$ cat src/rtl/core/hepd_pkg.sv
// Shared types, constants and helper functions for the entity / percent decoder.
// No dependencies; every other file in rtl/core but hepd_checker imports this package.
package hepd_pkg;

    localparam int ENT_NUM   = 4;
    localparam int ENT_DEPTH = 5;   // pending entity prefix bytes
    localparam int FEED_MAX  = 6;   // bytes one item can hand to the percent unit

    localparam logic [7:0] CH_AMP     = 8'h26;
    localparam logic [7:0] CH_PERCENT = 8'h25;

    // Entity lengths and replacement characters, entity 0 in the lowest slot:
    // amp, quot, #39, #34
    localparam logic [ENT_NUM-1:0][2:0] ENT_LEN  = {3'd5, 3'd5, 3'd6, 3'd5};
    localparam logic [ENT_NUM-1:0][7:0] ENT_CHAR = {8'h22, 8'h27, 8'h22, 8'h26};

    typedef enum logic [1:0] {
        ST_IDLE,
        ST_FEED,
        ST_FLUSH
    } hepd_state_t;

    // Bytes handed from the entity stage to the percent unit for one item
    typedef struct packed {
        logic [FEED_MAX-1:0][7:0] bytes;
        logic [2:0]               len;
    } ent_load_t;

    typedef struct packed {
        logic feed;
        logic flush;
        logic advance;
    } pct_req_t;

    typedef struct packed {
        logic       emit;
        logic [7:0] emit_byte;
        logic       consume;
        logic       empty_next;
    } pct_rsp_t;

    // Character p of entity k; zero past its end
    function automatic logic [7:0] ent_text(input logic [1:0] k, input logic [2:0] p);
        logic [7:0] c;
        c = 8'h00;
        if (p == 3'd0) begin
            c = CH_AMP;
        end else begin
            case (k)
                2'd0: begin
                    case (p)
                        3'd1:    c = 8'h61;  // a
                        3'd2:    c = 8'h6d;  // m
                        3'd3:    c = 8'h70;  // p
                        3'd4:    c = 8'h3b;  // ;
                        default: c = 8'h00;
                    endcase
                end
                2'd1: begin
                    case (p)
                        3'd1:    c = 8'h71;  // q
                        3'd2:    c = 8'h75;  // u
                        3'd3:    c = 8'h6f;  // o
                        3'd4:    c = 8'h74;  // t
                        3'd5:    c = 8'h3b;  // ;
                        default: c = 8'h00;
                    endcase
                end
                2'd2: begin
                    case (p)
                        3'd1:    c = 8'h23;  // #
                        3'd2:    c = 8'h33;  // 3
                        3'd3:    c = 8'h39;  // 9
                        3'd4:    c = 8'h3b;  // ;
                        default: c = 8'h00;
                    endcase
                end
                default: begin
                    case (p)
                        3'd1:    c = 8'h23;  // #
                        3'd2:    c = 8'h33;  // 3
                        3'd3:    c = 8'h34;  // 4
                        3'd4:    c = 8'h3b;  // ;
                        default: c = 8'h00;
                    endcase
                end
            endcase
        end
        return c;
    endfunction

    // Hex digit decode: bit 4 flags a valid digit, bits 3:0 its value
    function automatic logic [4:0] hex_val(input logic [7:0] b);
        logic [4:0] r;
        r = 5'd0;
        if (b inside {[8'h30:8'h39]}) begin
            r = {1'b1, b[3:0]};
        end else if (b inside {[8'h61:8'h66], [8'h41:8'h46]}) begin
            r = {1'b1, b[3:0] + 4'd9};
        end
        return r;
    endfunction

endpackage

$ cat src/rtl/core/html_entity_percent_decoder_unit.sv
// Byte-stream decoder: HTML entities (&amp; &quot; &#39; &#34;) then %XX escapes.
// An item is accepted while idle; the entity stage then hands 0 to 6 bytes to a
// single percent unit that examines or flushes one byte per cycle and emits at
// most one byte per cycle, unless the output register holds it back. Each byte
// handed on from a broken entity is examined in turn, a failed escape passes the
// held bytes on before the failing byte is examined again, and after an item
// marked last the pending percent bytes are flushed one at a time. s_tready is
// high only between items. Emitted bytes are held in an output register that
// stalls the percent unit when it has a byte to emit while the register is full
// and m_tready is low. Depends on hepd_pkg, hepd_ent, hepd_pct.
module html_entity_percent_decoder_unit
    import hepd_pkg::*;
(
    input  logic       aclk,
    input  logic       aresetn,
    input  logic       s_tvalid,
    output logic       s_tready,
    input  logic [7:0] s_tdata,   // [7:0] in_byte
    input  logic       s_tlast,
    output logic       m_tvalid,
    input  logic       m_tready,
    output logic [7:0] m_tdata,   // [7:0] out_byte
    output logic       m_tlast
);

    hepd_state_t state_reg, state_next;

    logic                     accept;
    ent_load_t                load;
    pct_req_t                 req;
    pct_rsp_t                 rsp;
    logic [FEED_MAX-1:0][7:0] feed_reg;
    logic [2:0]               feed_len_reg;
    logic [2:0]               feed_idx_reg, feed_idx_next;
    logic                     last_reg;
    logic                     feed_end;
    logic                     out_free;
    logic                     is_final;
    logic                     m_tvalid_reg;
    logic [7:0]               m_tdata_reg;
    logic                     m_tlast_reg;

    assign accept   = s_tvalid && s_tready;
    assign out_free = !m_tvalid_reg || m_tready;
    assign feed_end = rsp.consume && ((feed_idx_reg + 3'd1) == feed_len_reg);

    hepd_ent u_ent (
        .aclk    (aclk),
        .aresetn (aresetn),
        .accept  (accept),
        .in_byte (s_tdata),
        .in_last (s_tlast),
        .load    (load)
    );

    hepd_pct u_pct (
        .aclk    (aclk),
        .aresetn (aresetn),
        .req     (req),
        .in_byte (feed_reg[feed_idx_reg]),
        .rsp     (rsp)
    );

    // next state
    always_comb begin
        state_next = state_reg;
        case (state_reg)
            ST_IDLE: begin
                if (accept) begin
                    if (load.len != 3'd0) begin
                        state_next = ST_FEED;
                    end else if (s_tlast) begin
                        state_next = ST_FLUSH;
                    end
                end
            end
            ST_FEED: begin
                if (req.advance && feed_end) begin
                    state_next = last_reg ? ST_FLUSH : ST_IDLE;
                end
            end
            ST_FLUSH: begin
                if (req.advance && rsp.empty_next) begin
                    state_next = ST_IDLE;
                end
            end
            default: state_next = ST_IDLE;
        endcase
    end

    // outputs of the sequencer
    always_comb begin
        s_tready    = 1'b0;
        req.feed    = 1'b0;
        req.flush   = 1'b0;
        is_final    = 1'b0;
        case (state_reg)
            ST_IDLE: begin
                s_tready = 1'b1;
            end
            ST_FEED: begin
                req.feed = 1'b1;
                is_final = last_reg && feed_end && rsp.empty_next;
            end
            ST_FLUSH: begin
                req.flush = 1'b1;
                is_final  = last_reg && rsp.empty_next;
            end
            default: s_tready = 1'b0;
        endcase
        req.advance   = (req.feed || req.flush) && (!rsp.emit || out_free);
        feed_idx_next = feed_idx_reg;
        if (accept) begin
            feed_idx_next = 3'd0;
        end else if (req.feed && req.advance && rsp.consume) begin
            feed_idx_next = feed_idx_reg + 3'd1;
        end
    end

    always_ff @(posedge aclk) begin
        if (!aresetn) begin
            state_reg    <= ST_IDLE;
            feed_idx_reg <= 3'd0;
            m_tvalid_reg <= 1'b0;
        end else begin
            state_reg    <= state_next;
            feed_idx_reg <= feed_idx_next;
            if (rsp.emit && req.advance) begin
                m_tvalid_reg <= 1'b1;
            end else if (m_tready) begin
                m_tvalid_reg <= 1'b0;
            end
        end
    end

    always_ff @(posedge aclk) begin
        if (accept) begin
            feed_reg     <= load.bytes;
            feed_len_reg <= load.len;
            last_reg     <= s_tlast;
        end
        if (rsp.emit && req.advance) begin
            m_tdata_reg <= rsp.emit_byte;
            m_tlast_reg <= is_final;
        end
    end

    assign m_tvalid = m_tvalid_reg;
    assign m_tdata  = m_tdata_reg;
    assign m_tlast  = m_tlast_reg;

endmodule

$ cat src/rtl/core/hepd_ent.sv
// Entity matching stage: holds the pending entity prefix and decides, per item,
// which bytes go on to the percent unit. Depends on hepd_pkg.
module hepd_ent
    import hepd_pkg::*;
(
    input  logic       aclk,
    input  logic       aresetn,
    input  logic       accept,
    input  logic [7:0] in_byte,
    input  logic       in_last,
    output ent_load_t  load
);

    logic [ENT_DEPTH-1:0][7:0] ebuf_reg;
    logic [2:0]                ecnt_reg, ecnt_next;
    logic [ENT_NUM-1:0]        alive_reg, alive_next;

    logic [ENT_NUM-1:0] hit;
    logic [ENT_NUM-1:0] full;
    logic               any_full;
    logic               prefix;
    logic [7:0]         match_char;
    logic               restart;
    logic               store;

    always_comb begin
        match_char = ENT_CHAR[0];
        for (int k = 0; k < ENT_NUM; k++) begin
            hit[k]  = alive_reg[k] && (ecnt_reg < ENT_LEN[k])
                      && (in_byte == ent_text(2'(k), ecnt_reg));
            full[k] = hit[k] && ((ecnt_reg + 3'd1) == ENT_LEN[k]);
        end
        for (int k = ENT_NUM - 1; k >= 0; k--) begin
            if (full[k]) begin
                match_char = ENT_CHAR[k];
            end
        end
        any_full = |full;
        prefix   = (|hit) && !any_full;
        // a fresh '&' after a mismatch opens a new entity unless the string ends
        restart  = !any_full && !prefix && (in_byte == CH_AMP) && !in_last;
        store    = prefix && !in_last;

        // pending bytes first, then the new byte
        for (int i = 0; i < FEED_MAX; i++) begin
            load.bytes[i] = in_byte;
        end
        if (any_full) begin
            load.bytes[0] = match_char;
        end else begin
            for (int i = 0; i < ENT_DEPTH; i++) begin
                if (3'(i) < ecnt_reg) begin
                    load.bytes[i] = ebuf_reg[i];
                end
            end
        end

        if (any_full) begin
            load.len = 3'd1;
        end else if (store || restart) begin
            load.len = restart ? ecnt_reg : 3'd0;
        end else begin
            load.len = ecnt_reg + 3'd1;
        end

        ecnt_next  = ecnt_reg;
        alive_next = alive_reg;
        if (accept) begin
            if (store) begin
                ecnt_next  = ecnt_reg + 3'd1;
                alive_next = hit;
            end else begin
                ecnt_next  = restart ? 3'd1 : 3'd0;
                alive_next = '1;
            end
        end
    end

    always_ff @(posedge aclk) begin
        if (!aresetn) begin
            ecnt_reg  <= 3'd0;
            alive_reg <= '1;
        end else begin
            ecnt_reg  <= ecnt_next;
            alive_reg <= alive_next;
        end
    end

    always_ff @(posedge aclk) begin
        if (accept) begin
            if (restart) begin
                ebuf_reg[0] <= CH_AMP;
            end else if (store) begin
                for (int i = 0; i < ENT_DEPTH; i++) begin
                    if (ecnt_reg == 3'(i)) begin
                        ebuf_reg[i] <= in_byte;
                    end
                end
            end
        end
    end

endmodule

$ cat src/rtl/core/hepd_pct.sv
// Percent-escape unit: examines one byte or flushes one pending byte per step,
// giving at most one decoded byte per step. Depends on hepd_pkg.
module hepd_pct
    import hepd_pkg::*;
(
    input  logic       aclk,
    input  logic       aresetn,
    input  pct_req_t   req,
    input  logic [7:0] in_byte,
    output pct_rsp_t   rsp
);

    logic [1:0] pcnt_reg, pcnt_next;
    logic [7:0] pbuf0_reg, pbuf0_next;
    logic [7:0] pbuf1_reg, pbuf1_next;
    logic [4:0] hb;
    logic [4:0] hp;

    always_comb begin
        hb          = hex_val(in_byte);
        hp          = hex_val(pbuf1_reg);
        rsp.emit      = 1'b0;
        rsp.emit_byte = in_byte;
        rsp.consume   = 1'b0;
        pcnt_next   = pcnt_reg;
        pbuf0_next  = pbuf0_reg;
        pbuf1_next  = pbuf1_reg;

        if (req.flush) begin
            if (pcnt_reg != 2'd0) begin
                rsp.emit      = 1'b1;
                rsp.emit_byte = pbuf0_reg;
                pbuf0_next  = pbuf1_reg;
                pcnt_next   = pcnt_reg - 2'd1;
            end
        end else if (req.feed) begin
            case (pcnt_reg)
                2'd0: begin
                    rsp.consume = 1'b1;
                    if (in_byte == CH_PERCENT) begin
                        pbuf0_next = in_byte;
                        pcnt_next  = 2'd1;
                    end else begin
                        rsp.emit = 1'b1;
                    end
                end
                2'd1: begin
                    if (hb[4]) begin
                        rsp.consume = 1'b1;
                        pbuf1_next  = in_byte;
                        pcnt_next   = 2'd2;
                    end else begin
                        // pass the '%' on, re-examine the byte next step
                        rsp.emit      = 1'b1;
                        rsp.emit_byte = pbuf0_reg;
                        pcnt_next     = 2'd0;
                    end
                end
                default: begin
                    rsp.emit = 1'b1;
                    if (hb[4]) begin
                        rsp.consume   = 1'b1;
                        rsp.emit_byte = {hp[3:0], hb[3:0]};
                        pcnt_next     = 2'd0;
                    end else begin
                        // shift the first digit down; the next step passes it on
                        rsp.emit_byte = pbuf0_reg;
                        pbuf0_next    = pbuf1_reg;
                        pcnt_next     = 2'd1;
                    end
                end
            endcase
        end
        rsp.empty_next = (pcnt_next == 2'd0);
    end

    always_ff @(posedge aclk) begin
        if (!aresetn) begin
            pcnt_reg <= 2'd0;
        end else if (req.advance) begin
            pcnt_reg <= pcnt_next;
        end
    end

    always_ff @(posedge aclk) begin
        if (req.advance) begin
            pbuf0_reg <= pbuf0_next;
            pbuf1_reg <= pbuf1_next;
        end
    end

endmodule

$ cat config.mk
export PLATFORM = sky130hd
export DESIGN_NAME = html_entity_percent_decoder_unit
export DESIGN_NICKNAME = d
export VERILOG_FILES = /design/src/rtl/core/hepd_pkg.sv /design/src/rtl/core/html_entity_percent_decoder_unit.sv /design/src/rtl/core/hepd_ent.sv /design/src/rtl/core/hepd_pct.sv
export SDC_FILE = /design/constraint.sdc
export NUM_CORES = 1
export LEC_CHECK = 0
export BUFFER_PORTS_ARGS = -buffer_cell sky130_fd_sc_hd__buf_2
export CAP_MARGIN = 10
export CORE_MARGIN = 2
export CORE_UTILIZATION = 25
export CTS_BUF_LIST = sky130_fd_sc_hd__clkbuf_2
export CTS_CLUSTER_DIAMETER = 40
export CTS_CLUSTER_SIZE = 25
export DETAILED_ROUTE_END_ITERATION = 12
export PLACE_DENSITY = 0.46
export SKIP_LAST_GASP = 1
export SLEW_MARGIN = 10
export SYNTH_ARGS = -nofsm -noshare
export SYNTH_HDL_FRONTEND = slang
export SYNTH_SLANG_ARGS = --single-unit
$ cat constraint.sdc
create_clock -name aclk -period 5 [get_ports aclk]
set_clock_uncertainty 0.05 [all_clocks]
set_input_delay 0.5 -clock aclk [delete_from_list [all_inputs] [get_ports aclk]]
set_output_delay 0.5 -clock aclk [all_outputs]
set_load 0.02 [all_outputs]
==> reports/qor.yml <==
whs_endpoint: "u_ent.ebuf_reg[15]"
placedInstanceArea_um2: 7860
pre_cts_ws_ns: 0.571
cts.clk_slew.worst_paths_ns: 0.21
power_switching_w: 0.00113
use_met3_pct: 2.58
p_int_w: 0.00204
utilization_pct: 28.2
synth_flop_cell: "edfxtp_1"
rsz0062_at_grt: "false"
r2r-start: "feed_idx_reg[1]"
synth-edff-count: 117
row_count: 62
die_area_um2: 30900
largest_reg_flops: 48
top_usage_layer: "met2"
grt_start_max_net_pins: 55
post-cts-setup-buffer-count: 0
overflow: 0
power.density_nw_per_um2: 390
drt_wl_total_um: 19100
finalSetupTns_ns: 0
pwr-share-comb_pct: 31.9
post-route-min-period_ns: 4.41
vias: 5232
slew_headroom_pct: 26.8
final_max_slew_viol_count: 0
r2r_setup_slack_ns: 0.59
path_buf_inv: 1
ir_drop_mv: 0.135
reg2reg_depth: 12
clk_latency_ns: 0.71
max_cap_viol_count: 0
power_frac_clock_pct: 22.1
drive_gt1_share_pct: 20.0
seqCellArea_um2: 3810
yosysUniqueCellTypes: 88
path_cells: "buf_4, mux2i_1, o22ai_1, a21oi_1, ha_1, nor2_1, o31ai_4, and3_1, a31oi_2, o211ai_4, nand2_4, nor3_1"
viasPerCell: 4.84
wl_per_cell_um: 17.7
syn_area_um2: 7380
antenna_found_initial: 0
min_from: "s_tdata[7]"
cts_tree: "yes"
fillers: 3072
synth_fp_nets: 695
swShare_pct: 35.7
min_path_type: "in -> reg"
worstSetupPathType: "reg -> reg"
fin_ws_ns: 0.586
ys_warn_count: 0
ioPinCount: 24
crit_fanout: 14
hold_path_depth: 1
avgSynthCellArea_um2: 11.1
drc: 0
power.leakage_nw: 2.78
io_buffer_count: 23
first_pass_iters: 5
die_w_um: 176
final_hold_viol_count: 0
routabilityCongestion: 0.819
grt_pass1_wl_um: 30600
ys_seq_area_share_pct: 51.7
cts_root_buf: "clkbuf_2"
clockBufferDepth: 2
coreArea_um2: 28900
power_frac_seq_pct: 46.0
numCtsBuffers: 17
slowest_stage: "nor3_1"
required_ns: 5.29
syn-instance-count: 666
use_met2_pct: 19.3
fin_area_um2: 8140
grt.total_usage_pct: 12.8
grt_pass1_vias: 5085
start_util_pct: 25.6
async_flop_share_pct: 0
tightest_slew_ns: 1.09
r2r_end: "u_pct.pbuf1_reg[6]"
cts.sinks: 132
dr.first_iter.drc_count: 477
antenna_cells: 0
critical-path-top-delay-family: "simple AND/OR/NAND/NOR gates"
cp_slowest_stage_delay_ns: 0.88
drtAntennaViolNets: 0
startpoint_type: "flop"
arrival_ns: 4.70
finalSetupViolCount: 0
ys_ff_latch: 132
dieHeight_um: 176
areaGrowthSynthToFinish_pct: 10.4
max_freq_mhz: 227
h-tree-depth: 4
place_hpwl_um: 13500
endpoint_kind: "flop"
nNetsFinal: 713
status: "complete, no violations"
multiInputGateArea_um2: 3170
period_share_pct: 88.3
use_met1_pct: 18.7
layout by cell type, fill, tap and decap left out, types with 4 or more instances in the layout:
master	count
mux2i_1	18
mux2_2	34
nor2b_1	10
and2_1	8
or3_1	6
nand3_1	14
nor2_1	53
a31oi_1	7
nand4_1	6
a211oi_1	8
o21ai_0	39
clkinvlp_4	4
o21a_1	4
a22oi_1	8
o211ai_1	15
ha_1	16
buf_4	22
inv_1	27
a21oi_1	37
clkbuf_2	19
nand2b_1	7
xor2_1	6
o22ai_1	6
nor3_1	13
or2_2	4
and3_1	5
edfxtp_1	117
buf_2	23
dfxtp_1	15
nand2_1	50
xnor2_1	8
how the worst max path moves through the flow:
stage	slack, ns	endpoint	cells past startpoint	from
floorplan	0.83	u_ent.ebuf_reg[32]	14	u_ent.ecnt_reg[0]
global placement	0.68	u_pct.pbuf1_reg[4]	12	feed_idx_reg[1]
detailed placement	0.57	u_pct.pbuf1_reg[5]	12	feed_idx_reg[1]
CTS	0.55	u_pct.pbuf1_reg[6]	12	feed_idx_reg[1]
global route	0.18	u_pct.pbuf1_reg[6]	12	feed_idx_reg[1]
finish	0.59	u_pct.pbuf1_reg[6]	12	feed_idx_reg[1]
cell type report:
cell class                      instances  share of cell area, %
Inverter                               30                   1.38
Clock buffer                           19                   1.17
Tap cell                              384                   5.90
Sequential cell                       132                   46.8
Clock inverter                         12                   1.91
Multi-Input combinational cell        455                   39.0
Timing Repair Buffer                   48                   3.81
cell families (layout without fill, tap and decap cells):
family                     count (synthesis)  after routing  synth area share (%)
DFF                                      132            132                  51.7
adders and majority gates                 16             16                  2.71
AOI/OAI and AO/OA                        172            172                  16.1
and+or+nand+nor                          194            194                  13.1
muxes                                     59             59                  9.36
buffers and inverters                     79            109                  5.29
xor gates and xnor gates                  14             14                  1.66
routing by layer:
layer,wire (um),part of all wire (%),up-vias
li1,-,-,2525
met1,9720,51,2566
met2,8550,45,128
met3,704,3.7,13
met4,140,0.73,0
met5,0,0,-
power groups by stage:
stage	Combinational [W]	Clock (W)	Sequential [W]
after CTS	0.00101	0.000722	0.00146
after global placement	0.00102	0	0.00149
final	0.00101	0.000701	0.00146
after detailed placement	0.00101	0	0.00149
after floorplan	0.000733	0	0.00148
after global routing	0.00112	0.000765	0.00147
through the flow:
step,hold slack [ns],total power (W),instances
global route,0.0293,0.00336,1080
floorplan,0.388,0.00222,666
detailed placement,0.433,0.00249,1046
global placement,0.416,0.00251,1046
CTS,0.0464,0.00320,1080
finish,0.124,0.00317,1080
synth_stat cells (all sizes together), types with 5 or more instances:
cell type / count / area [um2]
edfxtp: 117 / 3510
nor2: 53 / 199
nand2: 51 / 199
o21ai: 41 / 209
mux2: 38 / 439
a21oi: 37 / 185
clkbuf: 35 / 145
inv: 28 / 105
mux2i: 18 / 180
o211ai: 17 / 146
ha: 16 / 200
dfxtp: 15 / 300
nand3: 14 / 70.1
nor3: 14 / 75.1
buf: 12 / 90.1
nor2b: 10 / 62.6
a211oi: 9 / 72.6
a22oi: 9 / 72.6
a31oi: 8 / 56.3
and2: 8 / 50.1
xnor2: 8 / 70.1
nand2b: 7 / 43.8
or3: 7 / 48.8
nand4: 6 / 37.5
o22ai: 6 / 37.5
xor2: 6 / 52.6
and3: 5 / 31.3
or2: 5 / 31.3
timing repair:
action | in CTS | in global routing
resized for setup | 0 | 0
hold buffers | 3 | 0
hold endpoints to repair | 3 | 0
Note: power is estimated with default switching activity, not from simulation.
